--- config.mk ---
export PLATFORM = sky130hd
export DESIGN_NAME = nem_front
export DESIGN_NICKNAME = d
export VERILOG_FILES = /design/src/sv/nem_pkg.sv /design/src/sv/nem_front.sv
export SDC_FILE = /design/constraint.sdc
export NUM_CORES = 1
export LEC_CHECK = 0
export BUFFER_PORTS_ARGS = -buffer_cell sky130_fd_sc_hd__buf_2
export CAP_MARGIN = 30
export CORE_MARGIN = 2
export CORE_UTILIZATION = 40
export DETAILED_ROUTE_END_ITERATION = 12
export PLACE_DENSITY_LB_ADDON = 0.05
export SLEW_MARGIN = 10
export SYNTH_ARGS = -nofsm -noshare
export SYNTH_HDL_FRONTEND = slang
export SYNTH_SLANG_ARGS = --single-unit
--- constraint.sdc ---
create_clock -name i_clk -period 11.7 [get_ports i_clk]
set_input_delay 1.17 -clock i_clk [delete_from_list [all_inputs] [get_ports i_clk]]
set_output_delay 1.17 -clock i_clk [all_outputs]
set_load 0.01 [all_outputs]
--- src/sv/nem_pkg.sv ---
// shared types and constants for the nonparabolic effective mass core
// no dependencies
package nem_pkg;

    localparam int T_DEN_W  = 29;
    localparam int T_Q_W    = 42;
    localparam int M_DEN_W  = 42;
    localparam int M_Q_W    = 33;
    localparam int MASS_W   = 24;
    localparam logic [MASS_W-1:0] MASS_MAX = '1;
    localparam logic [1:0] ADDR_ENERGY = 2'd0;

    typedef struct packed {
        logic                    vld;
        logic                    last;
        logic                    bad;
        logic                    sign;
        logic signed [23:0]      kane_f;
        logic [23:0]             ep_mag;
        logic [T_DEN_W-1:0]      den1;
        logic [T_DEN_W-1:0]      den2;
    } t_front;

endpackage

--- src/sv/nem_front.sv ---
// front stages: kinetic energy, clamp, gap terms and divisor setup
// depends on nem_pkg
module nem_front (
    input  logic                i_clk,
    input  logic                i_rst_n,
    input  logic                i_ce,
    input  logic                i_vld,
    input  logic signed [23:0]  i_energy,
    input  logic signed [23:0]  i_band_edge,
    input  logic signed [23:0]  i_gap,
    input  logic signed [23:0]  i_kane_f,
    input  logic signed [23:0]  i_matrix_element,
    input  logic signed [23:0]  i_spin_orbit,
    input  logic                i_last_in,
    output nem_pkg::t_front     o_front
);
    import nem_pkg::*;

    logic               r_a_vld, r_b_vld, r_c_vld, r_d_vld, r_e_vld;
    logic               r_a_last, r_b_last, r_c_last, r_d_last, r_e_last;
    logic signed [23:0] r_a_eg, r_b_eg;
    logic signed [23:0] r_a_eso, r_b_eso, r_c_eso;
    logic signed [23:0] r_a_ep, r_b_ep, r_c_ep, r_d_ep;
    logic signed [23:0] r_a_f, r_b_f, r_c_f, r_d_f, r_e_f;
    logic signed [25:0] r_a_e2, r_b_ec;
    logic signed [26:0] r_c_d1, r_d_d1;
    logic signed [27:0] r_d_d2;
    logic [T_DEN_W-1:0] r_d_m1, r_e_den1, r_e_den2;
    logic               r_e_bad, r_e_sign;
    logic [23:0]        r_e_mag;

    logic signed [25:0] n_a_e2, n_b_neg, n_b_ec;
    logic signed [26:0] n_c_d1;
    logic signed [27:0] n_d_d2;
    logic signed [28:0] n_d_m1;
    logic signed [29:0] n_e_m2;
    logic signed [24:0] n_e_ep;
    logic               n_e_bad;

    assign n_a_e2  = (26'(i_energy) - 26'(i_band_edge)) <<< 1;
    assign n_b_neg = -26'(r_a_eg);
    assign n_b_ec  = (r_a_e2 < n_b_neg) ? n_b_neg : r_a_e2;
    assign n_c_d1  = 27'(r_b_ec) + (27'(r_b_eg) <<< 1);
    assign n_d_d2  = 28'(r_c_d1) + (28'(r_c_eso) <<< 1);
    assign n_d_m1  = (29'(r_c_d1) <<< 1) + 29'(r_c_d1);
    assign n_e_m2  = (30'(r_d_d2) <<< 1) + 30'(r_d_d2);
    assign n_e_ep  = r_d_ep[23] ? -25'(r_d_ep) : 25'(r_d_ep);
    assign n_e_bad = (r_d_d1 <= 27'sd0) || (r_d_d2 <= 28'sd0);

    always_ff @(posedge i_clk) begin
        if (!i_rst_n) begin
            r_a_vld <= 1'b0;
            r_b_vld <= 1'b0;
            r_c_vld <= 1'b0;
            r_d_vld <= 1'b0;
            r_e_vld <= 1'b0;
        end else if (i_ce) begin
            r_a_vld <= i_vld;
            r_b_vld <= r_a_vld;
            r_c_vld <= r_b_vld;
            r_d_vld <= r_c_vld;
            r_e_vld <= r_d_vld;
        end
    end

    always_ff @(posedge i_clk) begin
        if (i_ce) begin
            r_a_e2   <= n_a_e2;
            r_a_eg   <= i_gap;
            r_a_eso  <= i_spin_orbit;
            r_a_ep   <= i_matrix_element;
            r_a_f    <= i_kane_f;
            r_a_last <= i_last_in;

            r_b_ec   <= n_b_ec;
            r_b_eg   <= r_a_eg;
            r_b_eso  <= r_a_eso;
            r_b_ep   <= r_a_ep;
            r_b_f    <= r_a_f;
            r_b_last <= r_a_last;

            r_c_d1   <= n_c_d1;
            r_c_eso  <= r_b_eso;
            r_c_ep   <= r_b_ep;
            r_c_f    <= r_b_f;
            r_c_last <= r_b_last;

            r_d_d1   <= r_c_d1;
            r_d_d2   <= n_d_d2;
            r_d_m1   <= n_d_m1[T_DEN_W-1:0];
            r_d_ep   <= r_c_ep;
            r_d_f    <= r_c_f;
            r_d_last <= r_c_last;

            r_e_bad  <= n_e_bad;
            r_e_den1 <= n_e_bad ? T_DEN_W'(1) : r_d_m1;
            r_e_den2 <= n_e_bad ? T_DEN_W'(1) : n_e_m2[T_DEN_W-1:0];
            r_e_sign <= r_d_ep[23];
            r_e_mag  <= n_e_ep[23:0];
            r_e_f    <= r_d_f;
            r_e_last <= r_d_last;
        end
    end

    assign o_front.vld    = r_e_vld;
    assign o_front.last   = r_e_last;
    assign o_front.bad    = r_e_bad;
    assign o_front.sign   = r_e_sign;
    assign o_front.kane_f = r_e_f;
    assign o_front.ep_mag = r_e_mag;
    assign o_front.den1   = r_e_den1;
    assign o_front.den2   = r_e_den2;

endmodule

# ---- After elaboration in Yosys (flattened, before gate mapping)
# Cells that the tools add are included.
dict set report totals {
  out_inout_bits 110
  wordCells 50
  in_bits 149
  register_bits 592
}
dict set report op_classes {
  order_cmp 3
  n_reduce_logical 1
  add_sub_neg 7
  mux 2
}
# op count
set ops {}
lappend ops {{adder 28 x 27 -> 29 bit} 1}
lappend ops {{adder 29 x 28 -> 29 bit} 1}
lappend ops {{adder 27 x 25 -> 28 bit} 1}
lappend ops {{less-or-equal comparator 28 x 1 -> 1 bit, second input constant} 1}
lappend ops {{adder 26 x 25 -> 27 bit} 1}
lappend ops {{less-or-equal comparator 27 x 1 -> 1 bit, second input constant} 1}
lappend ops {{less-than comparator 26 bit} 1}
lappend ops {{2-to-1 mux 26 bit} 1}
lappend ops {{negator 24 -> 26 bit} 1}
lappend ops {{subtractor 24 x 24 -> 25 bit} 1}
lappend ops {{negator 24 bit} 1}
lappend ops {{2-to-1 mux 23 bit} 1}
lappend ops {{logical OR 1 bit} 1}

# ---- Logic depth before layout (Yosys ltp)
dict set report logic_depth {
  depth_word 3
  mapped_depth 18
  ltp_nobuf 16
}

# ---- Worst setup path after synthesis
# OpenSTA, ideal clock, no wires.
dict set report synth_path {
  path_type {register to register}
  start {register r_a_eg[7]}
  end {register r_b_ec[1], data pin}
  path_buffers 1
  synth_period_minus_slack_ps 4338
  t_arrival_ps 4076
  t_required_ps 11438
  path_slack_ps 7362
  setup_ps 262
  stages_incl_launch_ff 13
  cell_sequence {edfxtp_1 -> or4_1 -> or4_1 -> buf_2 -> nor3_1 -> or3b_2 -> xnor2_1 -> ha_1 -> nand4_1 -> or4b_1 -> a21o_1 -> a21oi_4 -> mux2_1}
}
dict set report synth_via {
  elab_chain_len 3
}
# element line
set synth_rtl {}
lappend synth_rtl {{start, declared} nem_front.sv:21} ;# logic signed [23:0] r_a_eg, r_b_eg;
lappend synth_rtl {{start signal, assigned} nem_front.sv:69} ;# r_a_eg <= i_gap;
lappend synth_rtl {{negator 24 -> 26 bit} nem_front.sv:41} ;# assign n_b_neg = -26'(r_a_eg);
lappend synth_rtl {{less-than comparator 26 bit} nem_front.sv:42} ;# assign n_b_ec = (r_a_e2 < n_b_neg) ? n_b_neg : r_a_e2;
lappend synth_rtl {{2-to-1 mux 26 bit} nem_front.sv:42}
lappend synth_rtl {{net n_b_ec[1]} nem_front.sv:32} ;# logic signed [25:0] n_a_e2, n_b_neg, n_b_ec;
lappend synth_rtl {{end signal, assigned} nem_front.sv:75} ;# r_b_ec <= n_b_ec;
lappend synth_rtl {{end, declared} nem_front.sv:25} ;# logic signed [25:0] r_a_e2, r_b_ec;
# The timed path passes the listed nets, and every way through them passes these cells.
# A chain may end at the register's enable or synchronous reset.

# ---- Worst setup path after layout
# Ends and elaborated chain as after synthesis.

==> out/summary.json <==
{
  "arrival": {"value": 5.35, "unit": "ns"},
  "dr.pass1.iters": {"value": 5},
  "clkTransAtPathRegs": {"value": 0.06, "unit": "ns"},
  "die_y": {"value": 259, "unit": "um"},
  "drcViolationCount": {"value": 0},
  "finalSetupViolCount": {"value": 0},
  "yosys_warnings": {"value": 0},
  "crit_path_category": {"value": "register to register"},
  "slew_headroom": {"value": 31.6, "unit": "%"},
  "timing.critical_path.slowest_cell_delay": {"value": 0.58, "unit": "ns"},
  "place.detailed.instances": {"value": 2901},
  "holdBufCountCts": {"value": 0},
  "postCtsResizedCells": {"value": 0},
  "r2r_slack": {"value": 6.70, "unit": "ns"},
  "period_needed": {"value": 5.00, "unit": "ns"},
  "post_drt_via_cell_ratio": {"value": 4.81},
  "syn_area_per_cell": {"value": 14.5, "unit": "um^2"},
  "areaGrowthSynthToFinish": {"value": 17.6, "unit": "%"},
  "final_max_slew_viol_count": {"value": 0},
  "detailed_place_hpwl": {"value": 33900, "unit": "um"},
  "achievable-frequency": {"value": 200, "unit": "MHz"},
  "synthArstFlopShare": {"value": 0, "unit": "%"},
  "setup_repair_after_global_routing_missed_its_margin": {"value": "no"},
  "clk-insertion-delay-late": {"value": 0.60, "unit": "ns"},
  "post_synth_instance_area": {"value": 0.0261, "unit": "mm^2"},
  "timing_hold_violations_final": {"value": 0},
  "cts_made_buffers": {"value": 68},
  "timing.critical_path.slowest_stage_cell": {"value": "sky130_fd_sc_hd__or4_1"},
  "placement_rows": {"value": 93},
  "path_cells": {"value": "or4_1 -> or4_1 -> nor3_1 -> or3b_2 -> xnor2_1 -> ha_1 -> nand4_1 -> or4b_1 -> a21o_1 -> a21oi_4 -> buf_4 -> mux2_1"},
  "synth_largest_area_cell": {"value": "sky130_fd_sc_hd__edfxtp_1"},
  "cts_tree": {"value": "done"},
  "detail_route.iter0.violations": {"value": 761},
  "ys_seq_elements": {"value": 588},
  "routabilityCongestion": {"value": 0.838},
  "layout_worst_path_cycle_share": {"value": 42.8, "unit": "%"},
  "synth_edf_count": {"value": 583},
  "register_area": {"value": 0.0176, "unit": "mm^2"},
  "ios": {"value": 259},
  "worstRegToRegCells": {"value": 12},
  "syn-num-nets": {"value": 2118},
  "worst_setup_path_start_kind": {"value": "register"},
  "wire_per_inst": {"value": 15.8, "unit": "um"},
  "antenna_cells_inserted": {"value": 0},
  "finClkSkew": {"value": 0.0209, "unit": "ns"},
  "critical_path_depth": {"value": 12},
  "nFillCells": {"value": 5706},
  "cts_max_level": {"value": 3},
  "synth.lib_cells_used.distinct": {"value": 67},
  "wl": {"value": 47900, "unit": "um"},
  "vdd_ir_drop_max": {"value": 0.0875, "unit": "mV"},
  "critical_path_required": {"value": 12.04, "unit": "ns"},
  "hold_start": {"value": "r_b_ep[11]"},
  "global_route.overflow_total": {"value": 0},
  "dieArea": {"value": 0.0673, "unit": "mm^2"},
  "tightest_slew": {"value": 1.03, "unit": "ns"},
  "initial_utilization": {"value": 40.5, "unit": "%"},
  "number_of_stages_on_the_worst_hold_path": {"value": 0},
  "core_region_area": {"value": 0.0645, "unit": "mm^2"},
  "totalNegativeSetupSlack": {"value": 0, "unit": "ns"},
  "worst_path_maximum_fanout": {"value": 25},
  "synth-main-ff-cell": {"value": "sky130_fd_sc_hd__edfxtp_1"},
  "drive_above_1_share": {"value": 17.5, "unit": "%"},
  "number_of_standard_cells_after_synthesis": {"value": 1798},
  "critical_path.top_delay_family": {"value": "simple AND/OR/NAND/NOR gates"},
  "cellPowerDensity": {"value": 213, "unit": "mW/mm^2"},
  "nNetsFinal": {"value": 2436},
  "regToRegEndpoint": {"value": "r_b_ec[1]"},
  "outcome": {"value": "completed"},
  "grt_start_max_net_pins": {"value": 170},
  "grt_pass1_vias": {"value": 14700},
  "place.port_buffers": {"value": 258},
  "count_of_antenna_violating_nets_left_after_detailed_routing": {"value": 0},
  "cap_viol_max_count": {"value": 0},
  "global_route_wire_length_before_repair": {"value": 75700, "unit": "um"},
  "crit_buf_inv": {"value": 1},
  "clock_tree.buffer_depth": {"value": 3},
  "cts_setup_buffers": {"value": 0},
  "netlist_top_cells_area": {"value": "sky130_fd_sc_hd__edfxtp_1 67%, sky130_fd_sc_hd__ha_1 8.0%, sky130_fd_sc_hd__xnor2_1 3.2%, sky130_fd_sc_hd__inv_1 1.9%, sky130_fd_sc_hd__a21oi_1 1.7%"},
  "multi_input_comb_area": {"value": 0.00788, "unit": "mm^2"},
  "post-synth-top-area-fraction": {"value": 67.1, "unit": "%"},
  "leakage": {"value": 0.0122, "unit": "uW"},
  "ctsRootBufferMaster": {"value": "sky130_fd_sc_hd__clkbuf_16"},
  "min_delay_worst_endpoint": {"value": "r_c_ep[11]"},
  "numClockSinks": {"value": 588},
  "grt_resource_usage_total": {"value": 14.2, "unit": "%"},
  "hold_path_class": {"value": "register to register"},
  "critPathCaptureType": {"value": "register"},
  "final_cell_count_no_fill": {"value": 3025},
  "post_synthesis_sequential_area_ratio": {"value": 67.5, "unit": "%"},
  "die_w": {"value": 259, "unit": "um"},
  "worst_path_most_repeated_cell": {"value": "sky130_fd_sc_hd__or4_1"},
  "antenna_found_initial": {"value": 1},
  "critical_path.reg2reg.startpoint": {"value": "r_a_eg[7]"},
  "routed-via-count": {"value": 14500}
}
-- synthesized netlist by cell type (all sizes together) (29+ instances only) --
cell type and n:
edfxtp 583, ha 166, inv 133, nor2 106, xnor2 96, a21oi 91
nand2 64, o21ai 63, a21o 59, xor2 40, and2 34, mux2i 30
nand3 29
-- logic make-up after synthesis --
family                   count (synthesis)  synth area share, %
adder cells (fa/ha/maj)                172                 8.39
XOR/XNOR                               136                 4.60
flip-flops                             588                 67.5
other                                    1               0.0144
multiplexers                            31                 1.19
AND/OR/NAND/NOR                        375                 7.30
buffers and inverters                  150                 2.29
AO/OA/AOI/OAI                          345                 8.69
-- worst max path at each step --
stage	from	to	slack, ns
after floorplan	r_a_eg[7]	r_b_ec[1]	7.36
after global placement	r_a_eg[7]	r_b_ec[1]	6.67
after detailed placement	r_a_eg[7]	r_b_ec[1]	6.62
after CTS	r_a_eg[7]	r_b_ec[1]	6.62
after global routing	r_a_eg[7]	r_b_ec[1]	6.45
final	r_a_eg[7]	r_b_ec[1]	6.70
-- where the power goes --
group | switching, uW | internal, uW
combinational | 898 | 708
clock | 844 | 1210
sequential | 149 | 2730
total | 1890 | 4650
-- metal layers --
layer  up-vias  GRT usage, %  share of wire (%)
li1       7404             -                  -
met2       247          24.0                 49
met5         -             0                  0
met3        79          3.00                3.8
met4         0          4.52                2.3
met1      6815          18.2                 45
-- final cells by class --
class / instances / share of cell area, %
tap: 855 / 3.49
timing repair buffer: 265 / 4.56
clock buffer: 78 / 5.67
inverter: 133 / 1.63
sequential: 588 / 57.4
multi-input combinational: 1060 / 25.7
clock inverter: 46 / 1.51
-- sequential cells by signal (all words and copies together) (netlist names), 24 cells and up --
signal,flops
r_e_den2,28
r_c_d1,27
r_a_e2,25
r_d_ep,24
r_d_d2,27
r_e_den1,29
r_b_eso,24
r_a_f,24
r_d_f,24
r_a_eso,24
r_b_ep,24
r_d_m1,27
r_c_eso,24
r_d_d1,27
r_c_ep,24
r_a_eg,24
r_b_ec,26
r_e_mag,24
r_b_f,24
r_b_eg,24
r_c_f,24
r_a_ep,24
r_e_f,24
-- per-stage QoR --
| step | setup WS (ns) | hold slack [ns] | util (%) | total power [uW] | cell area, um^2 |
|---|---|---|---|---|---|
| 6_report | 6.70 | 0.407 | 47.6 | 6540 | 30700 |
| 5_1_grt | 6.45 | 0.418 | 47.6 | 6960 | 30700 |
| 4_1_cts | 6.62 | 0.410 | 47.6 | 6640 | 30700 |
| 3_5_place_dp | 6.62 | 0.405 | 44.1 | 4540 | 28500 |
| 3_3_place_gp | 6.67 | 0.400 | 44.1 | 4510 | 28400 |
| 2_1_floorplan | 7.36 | 0.400 | - | 4080 | 26100 |
-- cell usage in the layout, fill, tap and decap left out, types with 6 or more instances in the layout --
master and count:
sky130_fd_sc_hd__o31ai_1 11, sky130_fd_sc_hd__nand3_1 29, sky130_fd_sc_hd__a211oi_1 16, sky130_fd_sc_hd__buf_2 257
sky130_fd_sc_hd__o21a_1 19, sky130_fd_sc_hd__nor4_1 15, sky130_fd_sc_hd__edfxtp_1 583, sky130_fd_sc_hd__ha_1 166
sky130_fd_sc_hd__xnor2_1 96, sky130_fd_sc_hd__o211ai_1 12, sky130_fd_sc_hd__clkinv_1 13, sky130_fd_sc_hd__nor2b_1 20
sky130_fd_sc_hd__nor3_1 20, sky130_fd_sc_hd__nor2_1 106, sky130_fd_sc_hd__mux2i_1 30, sky130_fd_sc_hd__or3_1 18
sky130_fd_sc_hd__a21oi_1 90, sky130_fd_sc_hd__o41ai_1 6, sky130_fd_sc_hd__a21o_1 59, sky130_fd_sc_hd__and2_1 34
sky130_fd_sc_hd__or4_1 9, sky130_fd_sc_hd__a31oi_1 12, sky130_fd_sc_hd__nand2_1 64, sky130_fd_sc_hd__and3_1 10
sky130_fd_sc_hd__bufinv_16 6, sky130_fd_sc_hd__nand4_1 12, sky130_fd_sc_hd__clkbuf_16 68, sky130_fd_sc_hd__inv_1 133
sky130_fd_sc_hd__clkinv_2 12, sky130_fd_sc_hd__xor2_1 39, sky130_fd_sc_hd__clkbuf_1 10, sky130_fd_sc_hd__nand2b_1 20
sky130_fd_sc_hd__o21ai_0 63, sky130_fd_sc_hd__o21bai_1 14
(Power assumes the default switching activity.)
